==> config.mk <==
export PLATFORM = sky130hd
export DESIGN_NAME = mandelbrot_escape_count_core
export DESIGN_NICKNAME = d
export VERILOG_FILES = /design/src/sv/mec_pkg.sv /design/src/sv/mec_mult.sv /design/src/sv/mandelbrot_escape_count_core.sv
export SDC_FILE = /design/constraint.sdc
export NUM_CORES = 2
export LEC_CHECK = 0
export ABC_AREA = 1
export BUFFER_PORTS_ARGS = -buffer_cell sky130_fd_sc_hd__buf_2
export CAP_MARGIN = 20
export CORE_MARGIN = 8
export CORE_UTILIZATION = 39
export DETAILED_ROUTE_END_ITERATION = 16
export PLACE_DENSITY = 0.64
export SLEW_MARGIN = 20
export SYNTH_ARGS = -nofsm -noshare
export SYNTH_HDL_FRONTEND = slang
export SYNTH_SLANG_ARGS = --single-unit
==> constraint.sdc <==
create_clock -name clock -period 9.36 [get_ports clock]
set_input_delay 0.468 -clock clock [delete_from_list [all_inputs] [get_ports clock]]
set_output_delay 0.468 -clock clock [all_outputs]
set_load 0.02 [all_outputs]
==> src/sv/mec_pkg.sv <==
package mec_pkg;

   localparam int WORD_BITS   = 32;
   localparam int STEP_BITS   = 31;
   localparam int LIMIT_BITS  = 12;
   localparam int COUNT_BITS  = 13;
   localparam int CSR_IDX_BITS = 3;

   // The shared multiplier takes signed operands one bit wider than a word, so that an
   // unsigned step or pixel index fits beside a signed coordinate.
   localparam int MUL_BITS  = WORD_BITS + 1;
   localparam int PROD_BITS = 2 * WORD_BITS;

   localparam int FRAC_BITS_DEF  = 28;
   localparam int COORD_BITS_DEF = 12;

   localparam logic signed [WORD_BITS-1:0] ORIGIN_RE_RST = -32'sd671088640;
   localparam logic signed [WORD_BITS-1:0] ORIGIN_IM_RST = -32'sd536870912;
   localparam logic [STEP_BITS-1:0]        STEP_RE_RST   = 31'd1342177;
   localparam logic [STEP_BITS-1:0]        STEP_IM_RST   = 31'd1342177;
   localparam logic [LIMIT_BITS-1:0]       ITER_LIMIT_RST = 12'd800;

   localparam logic [CSR_IDX_BITS-1:0] CSR_ORIGIN_RE  = 3'd0;
   localparam logic [CSR_IDX_BITS-1:0] CSR_ORIGIN_IM  = 3'd1;
   localparam logic [CSR_IDX_BITS-1:0] CSR_STEP_RE    = 3'd2;
   localparam logic [CSR_IDX_BITS-1:0] CSR_STEP_IM    = 3'd3;
   localparam logic [CSR_IDX_BITS-1:0] CSR_ITER_LIMIT = 3'd4;

   typedef logic signed [MUL_BITS-1:0]  mul_op_type;
   typedef logic signed [PROD_BITS-1:0] prod_type;
   typedef logic signed [WORD_BITS-1:0] word_type;

   function automatic word_type sat_word(input prod_type v);
      word_type r;
      if (v > 64'sd2147483647) begin
         r = 32'sh7FFFFFFF;
      end else if (v < -64'sd2147483648) begin
         r = 32'sh80000000;
      end else begin
         r = v[WORD_BITS-1:0];
      end
      return r;
   endfunction

   function automatic prod_type sext_word(input word_type w);
      return {{(PROD_BITS-WORD_BITS){w[WORD_BITS-1]}}, w};
   endfunction

endpackage

==> src/sv/mec_mult.sv <==
module mec_mult
   import mec_pkg::*;
(
   input  logic       clock,
   input  mul_op_type op_a,
   input  mul_op_type op_b,
   output prod_type   prod
);

   logic signed [2*MUL_BITS-1:0] full_prod;
   prod_type prod_ff;

   assign full_prod = op_a * op_b;

   always_ff @(posedge clock) begin
      prod_ff <= full_prod[PROD_BITS-1:0];
   end

   assign prod = prod_ff;

endmodule

==> src/sv/mandelbrot_escape_count_core.sv <==
// One item at a time; the next item is taken only after the result is taken.
// Each iteration steps through ST_SQ_RE, ST_SQ_IM, ST_CROSS and ST_UPDATE: one shared 33x33
// multiplier forms re*re, im*im and re*im in turn, and ST_UPDATE does the shift, add and saturate.
// Reset is synchronous and active high; it idles the sequencer and loads the view defaults.
module mandelbrot_escape_count_core
   import mec_pkg::*;
#(
   parameter int FRAC_BITS  = FRAC_BITS_DEF,
   parameter int COORD_BITS = COORD_BITS_DEF
)
(
   input  logic                    clock,
   input  logic                    reset,
   input  logic                    req_valid,
   output logic                    req_ready,
   input  logic [COORD_BITS-1:0]   req_pixel_col,
   input  logic [COORD_BITS-1:0]   req_pixel_row,
   output logic                    rsp_valid,
   input  logic                    rsp_ready,
   output logic [COUNT_BITS-1:0]   rsp_iter_count,
   input  logic                    csr_wr_en,
   input  logic [CSR_IDX_BITS-1:0] csr_index,
   input  logic [WORD_BITS-1:0]    csr_wdata
);

   localparam bit HAS_THR = (2 * FRAC_BITS <= 61);
   localparam logic [PROD_BITS-1:0] ESC_THR =
      HAS_THR ? (64'd4 << (2 * FRAC_BITS)) : '0;

   typedef enum logic [7:0] {
      ST_IDLE    = 8'b0000_0001,
      ST_MAP_IM  = 8'b0000_0010,
      ST_MAP_END = 8'b0000_0100,
      ST_SQ_RE   = 8'b0000_1000,
      ST_SQ_IM   = 8'b0001_0000,
      ST_CROSS   = 8'b0010_0000,
      ST_UPDATE  = 8'b0100_0000,
      ST_DONE    = 8'b1000_0000
   } state_type;

   state_type state_ff, state_in;

   word_type               origin_re_ff, origin_im_ff;
   logic [STEP_BITS-1:0]   step_re_ff, step_im_ff;
   logic [LIMIT_BITS-1:0]  iter_limit_ff;

   logic [COORD_BITS-1:0]  row_ff;
   word_type               c_re_ff, c_im_ff;
   word_type               re_ff, im_ff;
   prod_type               rr_ff;
   prod_type               diff_ff;
   logic                   esc_ff;
   logic [COUNT_BITS-1:0]  count_ff;

   mul_op_type op_a, op_b;
   prod_type   prod;
   prod_type   sum_c;
   logic [PROD_BITS-1:0] mag;
   prod_type   next_re, next_im;
   logic       stop;

   mec_mult u_mult (
      .clock (clock),
      .op_a  (op_a),
      .op_b  (op_b),
      .prod  (prod)
   );

   // Operand selection for the shared multiplier; each product is used in the next cycle.
   always_comb begin
      unique case (state_ff)
         ST_IDLE: begin
            op_a = {{(MUL_BITS-COORD_BITS){1'b0}}, req_pixel_col};
            op_b = {{(MUL_BITS-STEP_BITS){1'b0}}, step_re_ff};
         end
         ST_MAP_IM: begin
            op_a = {{(MUL_BITS-COORD_BITS){1'b0}}, row_ff};
            op_b = {{(MUL_BITS-STEP_BITS){1'b0}}, step_im_ff};
         end
         ST_SQ_RE: begin
            op_a = {re_ff[WORD_BITS-1], re_ff};
            op_b = {re_ff[WORD_BITS-1], re_ff};
         end
         ST_SQ_IM: begin
            op_a = {im_ff[WORD_BITS-1], im_ff};
            op_b = {im_ff[WORD_BITS-1], im_ff};
         end
         default: begin
            op_a = {re_ff[WORD_BITS-1], re_ff};
            op_b = {im_ff[WORD_BITS-1], im_ff};
         end
      endcase
   end

   assign sum_c   = (state_ff == ST_MAP_IM) ? sext_word(origin_re_ff) + prod
                                            : sext_word(origin_im_ff) + prod;
   assign mag     = $unsigned(rr_ff) + $unsigned(prod);
   assign next_re = (diff_ff >>> FRAC_BITS) + sext_word(c_re_ff);
   assign next_im = (prod >>> (FRAC_BITS - 1)) + sext_word(c_im_ff);
   assign stop    = esc_ff || (count_ff > {1'b0, iter_limit_ff});

   always_comb begin
      state_in = state_ff;
      unique case (state_ff)
         ST_IDLE:    if (req_valid) state_in = ST_MAP_IM;
         ST_MAP_IM:  state_in = ST_MAP_END;
         ST_MAP_END: state_in = ST_SQ_RE;
         ST_SQ_RE:   state_in = ST_SQ_IM;
         ST_SQ_IM:   state_in = ST_CROSS;
         ST_CROSS:   state_in = ST_UPDATE;
         ST_UPDATE:  state_in = stop ? ST_DONE : ST_SQ_RE;
         ST_DONE:    if (rsp_ready) state_in = ST_IDLE;
         default:    state_in = ST_IDLE;
      endcase
   end

   always_ff @(posedge clock) begin
      if (reset) begin
         state_ff      <= ST_IDLE;
         origin_re_ff  <= ORIGIN_RE_RST;
         origin_im_ff  <= ORIGIN_IM_RST;
         step_re_ff    <= STEP_RE_RST;
         step_im_ff    <= STEP_IM_RST;
         iter_limit_ff <= ITER_LIMIT_RST;
      end else begin
         state_ff <= state_in;
         if (csr_wr_en) begin
            unique case (csr_index)
               CSR_ORIGIN_RE:  origin_re_ff  <= csr_wdata;
               CSR_ORIGIN_IM:  origin_im_ff  <= csr_wdata;
               CSR_STEP_RE:    step_re_ff    <= csr_wdata[STEP_BITS-1:0];
               CSR_STEP_IM:    step_im_ff    <= csr_wdata[STEP_BITS-1:0];
               CSR_ITER_LIMIT: iter_limit_ff <= csr_wdata[LIMIT_BITS-1:0];
               default: ;
            endcase
         end
      end
   end

   always_ff @(posedge clock) begin
      unique case (state_ff)
         ST_IDLE: begin
            row_ff <= req_pixel_row;
         end
         ST_MAP_IM: begin
            c_re_ff <= sat_word(sum_c);
         end
         ST_MAP_END: begin
            c_im_ff  <= sat_word(sum_c);
            re_ff    <= '0;
            im_ff    <= '0;
            count_ff <= '0;
         end
         ST_SQ_IM: begin
            rr_ff <= prod;
         end
         ST_CROSS: begin
            // The product here is im*im; the escape test uses the exact sum of squares.
            esc_ff  <= HAS_THR && (mag >= ESC_THR);
            diff_ff <= rr_ff - prod;
         end
         ST_UPDATE: begin
            if (!stop) begin
               re_ff    <= sat_word(next_re);
               im_ff    <= sat_word(next_im);
               count_ff <= count_ff + 1'b1;
            end
         end
         default: ;
      endcase
   end

   assign req_ready      = (state_ff == ST_IDLE);
   assign rsp_valid      = (state_ff == ST_DONE);
   assign rsp_iter_count = count_ff;

   a_rsp_nonzero: assert property (@(posedge clock) disable iff (reset)
      rsp_valid |-> (rsp_iter_count != '0))
      else $error("result item with zero iteration count");

   a_count_bound: assert property (@(posedge clock) disable iff (reset)
      (state_ff == ST_UPDATE) |-> (count_ff <= ({1'b0, iter_limit_ff} + 1'b1)))
      else $error("iteration count ran past limit plus one");

   a_accept_starts: assert property (@(posedge clock) disable iff (reset)
      (req_valid && req_ready) |=> (state_ff == ST_MAP_IM))
      else $error("accepted item did not start the mapping");

   a_done_returns: assert property (@(posedge clock) disable iff (reset)
      (rsp_valid && rsp_ready) |=> req_ready)
      else $error("block not ready after result item was taken");

   a_no_overlap: assert property (@(posedge clock) disable iff (reset)
      !(req_ready && rsp_valid))
      else $error("ready for a new item while a result is pending");

endmodule

# Word level (Yosys, flattened, before mapping)

Index checks and enable logic that the tools add are counted.

Order comparisons: 8
Add/subtract/negate cells: 7
Reductions and logical operators: 10
Equality and inequality tests: 15
Multipliers: 1
Mux-type cells: 19

Operator list:

| cell                  | count |
|---|---|
| $mux 32               | 8 |
| $pmux 33 s3           | 2 |
| $add 32x64->64        | 2 |
| $pmux 32 s2           | 2 |
| $add 64x64->64        | 1 |
| $ge 64x59->1 const B  | 1 |
| $gt 64x32->1 const B  | 1 |
| $lt 64x32->1 const B  | 1 |
| $mul 33x33->64        | 1 |
| $mux 64               | 1 |
| $pmux 8 s8            | 1 |
| $sub 64x64->64        | 1 |
| $add 37x32->38        | 1 |
| $gt 38x32->1 const B  | 1 |
| $lt 38x32->1 const B  | 1 |
| $add 36x32->37        | 1 |
| $gt 37x32->1 const B  | 1 |
| $lt 37x32->1 const B  | 1 |
| $pmux 13 s2           | 1 |
| $mux 8                | 3 |
| $reduce_and 2->1      | 7 |
| $add 13x1->13 const B | 1 |
| $gt 13x12->1          | 1 |
| $mux 13               | 1 |
| 16 further kinds      | 18 |

Word-level logic and storage cells: 76
Output and inout bits: 15
Register bits after elaboration: 492
Input bits: 64

# Longest topological paths before layout

Word-level depth: 6
Depth in mapped cells: 44

# Modules after synthesis

From an unflattened synthesis, not the netlist that was laid out.

Cells, all modules: 10459
Area, all modules: 75804.0 µm²

Modules (own cells, without submodules):

| module                       | area an instance (µm²) | times used | cells each |
|---|---|---|---|
| mec_mult                     | 42037.8                | 1          | 5351 |
| mandelbrot_escape_count_core | 33766.1                | 1          | 5108 |

# Least setup slack after synthesis

Ideal clock, no wire load.

Kind: register -> register
Start point: register state_ff[7]
End point: register u_mult.prod_ff[56], in the netlist u_mult.prod[56]
Setup time: 0.119 ns
Period minus slack after synthesis: 8.635 ns
Data arrival time: 8.516 ns
Cell stages (with the launch flop): 37
Required time: 9.241 ns
Slack: 0.725 ns
Cells stage by stage: dfxtp_1 > inv_1 > nand2_1 > nor3_1 > nand2_2 > inv_2 > buf_2 > a22oi_2 > inv_1 > clkbuf_1 > nand2_1 > fa_1 > inv_1 > fa_1 > inv_1 > fa_1 > inv_1 > fa_1 > fa_1 > fa_1 > fa_1 > inv_1 > fa_1 > inv_1 > ha_1 > nand2_1 > nor2_1 > inv_1 > nor2_1 > inv_1 > nor4_1 > nand3_1 > nand3_1 > nand2_1 > a21oi_1 > a31oi_1 > xnor2_1

Cells in the longest elaborated chain, start to end: 3
Elaborated cells between the ends (all ways): 7
Classes of those cells: mul (1); eq/ne (4); mux (2)

RTL lines:

| what                                     | line                                | text |
|---|---|---|
| from (decl)                              | mandelbrot_escape_count_core.sv:41  | `state_type state_ff, state_in;` |
| from (signal assigned)                   | mandelbrot_escape_count_core.sv:126 | `state_ff <= state_in;` |
| $eq 8x5->1, or another cell as far along | mandelbrot_escape_count_core.sv:71  | `unique case (state_ff)` |
| $pmux 33 s3                              | mandelbrot_escape_count_core.sv:71  |  |
| $mul 33x33->64 (*)                       | mec_mult.sv:13                      | `assign full_prod = op_a * op_b;` |
| net u_mult.full_prod[56]                 | mec_mult.sv:10                      | `logic signed [2*MUL_BITS-1:0] full_prod;` |
| to (signal assigned)                     | mec_mult.sv:16                      | `prod_ff <= full_prod[PROD_BITS-1:0];` |
| to (decl)                                | mec_mult.sv:11                      | `prod_type prod_ff;` |

Mark *: on every way through the listed nets, which the timed path passes. The rest lies on a longest branch.
A chain may end at the register's enable or synchronous reset.

# Final worst setup path

Start point: register state_ff[7]
End point: register u_mult.prod_ff[58], in the netlist u_mult.prod[58]

The elaborated chain is that of the path after synthesis.

==> results.yml <==
run_status:
  status: "finished, final reports clean"
die:
  die_y_microns: 446.1
  fp.dieW_microns: 446.1
  die_area_sq_mm: 0.1990
  row_count: 158
  start_util_pct: 39.07
  pin_count: 79
  coreArea_sq_mm: 0.1846
route:
  drc: 0
  postRouteAntennaNets: 0
  wl_per_cell_microns: 23.44
  drtPass1Iterations: 7
  wl_mm: 284.5
  vias: 64190
  routed_via_density: 5.287
  first_iter_violations: 5955
clocking:
  numCtsBuffers: 54
  clkLatencyLatePin_ps: 690
  root_buffer: "clkbuf_16"
  cts.htree.levels: 2
  cts.path.max_buffers: 3
  path_clk_slew_ps: 70
  cts_tree: "built"
  cts.sinks: 464
placement:
  io_buffers: 78
  gp_congestion: 1.053
  dp_hpwl_mm: 242.3
synth:
  synth-seq-cells: 464
  yosys.area.top_type: "fa_1"
  async_flop_share_pct: 0
  ys_seq_area_share_pct: 16.40
  syn-num-nets: 11140
  yosysWarnings: 0
  avgSynthCellArea_sq_um: 7.611
  yosysMostFrequentCell: "nand2_1"
  synth_common_cells: "2102 x nand2_1, 2042 x inv_1, 1249 x nor2_1, 1109 x fa_1, 487 x ha_1"
  syn_inst: 9479
  syn_area_sq_mm: 0.07215
  ys_types: 71
  synth-edff-count: 254
  yosysTopAreaCellShare_pct: 30.77
  synthFlopType: "edfxtp_1"
  synthTopCellsByArea: "fa_1 31%, nand2_1 11%, inv_1 11%"
sta:
  setup_viol: 0
  clock_skew_ps: 63.62
  slew_headroom_pct: 22.60
  rsz0062_at_grt: "yes"
  fin_crit_sh_pct: 97.54
  finalHoldViolCount: 0
  worstMarginPinSlew_ps: 1159
  period_needed_ps: 9130
  fin_hold_ws_ps: 107.6
  drv_slew: 0
  clock.fmax_ghz: 0.1095
critical_path:
  rr_worst_depth: 34
  worst_path_most_repeated_cell: "fa_1"
  crit_slowest_cell: "fa_1"
  crit_type: "flip-flop to flip-flop"
  cp.required_ps: 9870
  crit_fanout: 11
  slowest_delay_ps: 590
  cp_data_arrival_time_ps: 9640
  cp-start-kind: "flip-flop"
  end_kind: "flip-flop"
global_routing:
  grt_start_max_net_pins: 72
  grt_first_pass_wirelength_mm: 422.7
  gr-usage-all-layers_pct: 28.22
  grt_pass1_vias: 65540
  antenna_found_initial: 14
  grt-ovfl-total: 0
min_path:
  min_path_type: "input pin to flip-flop"
  hold-path-cell-count: 2
cells_and_area:
  syn_to_final_growth_pct: 9.552
  nNetsFinal: 11270
  post-route-util_pct: 42.81
  fillers: 18990
  drive_gt1_share_pct: 6.185
run:
  cap_viol_max_count: 0
metrics by stage:
stage | worst slack (ps) | cells | setup TNS [ps] | instance area [sq um]
after floorplan | 725.1 | 9479 | 0 | 72150
after global placement | 24.09 | 12000 | 0 | 76540
after detailed placement | -29.32 | 12000 | -30.35 | 76540
after CTS | 58.33 | 12110 | 0 | 78550
after global routing | -88.84 | 12140 | -263.1 | 79030
final | 230.3 | 12140 | 0 | 79040
cells in the final DEF (no fill, tap or decap), types with 58 or more instances in the layout:
cell type / count
o21ai_0: 341
edfxtp_1: 254
inv_1: 2022
a21oi_1: 408
dfxtp_1: 210
ha_1: 485
nor3_1: 58
buf_4: 226
xor2_1: 128
xnor2_1: 66
nand4_1: 70
nor2_1: 1244
nand2_1: 2102
fa_1: 1100
nand3_1: 231
buf_2: 78
layout make-up:
| type | instances | area, sq um | share of cell area [%] |
|---|---|---|---|
| diodes | 7 | 17.52 | 0.02216 |
| clock buffers | 64 | 1424 | 1.801 |
| clock inverters | 37 | 459.2 | 0.5810 |
| inverters | 2070 | 7840 | 9.919 |
| multi-input cells | 6672 | 51620 | 65.31 |
| flip-flops and latches | 464 | 11830 | 14.97 |
| well taps | 2480 | 3103 | 3.926 |
| repair buffers | 346 | 2745 | 3.473 |
kinds of logic after synthesis:
group	Yosys count	synth area share (%)
flops	464	16.40
compound gates	1068	8.510
xor+xnor	195	2.378
buf+inv	2343	12.43
fa+ha+maj	1596	39.22
simple gates	3813	21.06
path summary, 6_finish.rpt:
path / end / slack [ps] / start
setup / recovery: u_mult.prod[58] / 230 / state_ff[7]
hold / removal: state_ff[6] / 110 / reset
setup reg to reg: u_mult.prod[58] / 230 / state_ff[7]
hold reg to reg: origin_re_ff[1] / 450 / origin_re_ff[1]
flip-flops by register name (all words and copies together) (netlist names):
register	count
esc_ff	1
origin_re_ff	32
step_re_ff	31
state_ff	8
im_ff	32
re_ff	32
origin_im_ff	32
step_im_ff	31
c_re_ff	32
rr_ff	64
u_mult.prod	64
iter_limit_ff	12
diff_ff	36
row_ff	12
rsp_iter_count	13
c_im_ff	32
critical path: cells and delay by family (launching register included):
kind | cells | cell delay (ps)
fa+ha+maj | 9 | 4440
simple gates | 10 | 1360
buf+inv | 8 | 1280
flops | 1 | 370
compound gates | 7 | 1480
routing by layer:
metal | GRT usage, % | part of all wire (%) | wire length, microns
met4 | 14.98 | 6.7 | 19130
met1 | 36.88 | 41 | 116600
met3 | 4.450 | 7.5 | 21350
met2 | 45.10 | 45 | 127400
met5 | 0 | 0.037 | 106
repair_timing:
action,in CTS,in global routing
hold endpoints to repair,11,0
endpoints found under the setup margin,13,31
pin swaps,0,6
cloned,0,0
hold buffers,11,0
resized for setup,6,78
buffers inserted,0,22
Power is left out: the tool's default activity adds up to more than one toggle a clock period on the data nets, which glitch-free logic cannot reach.
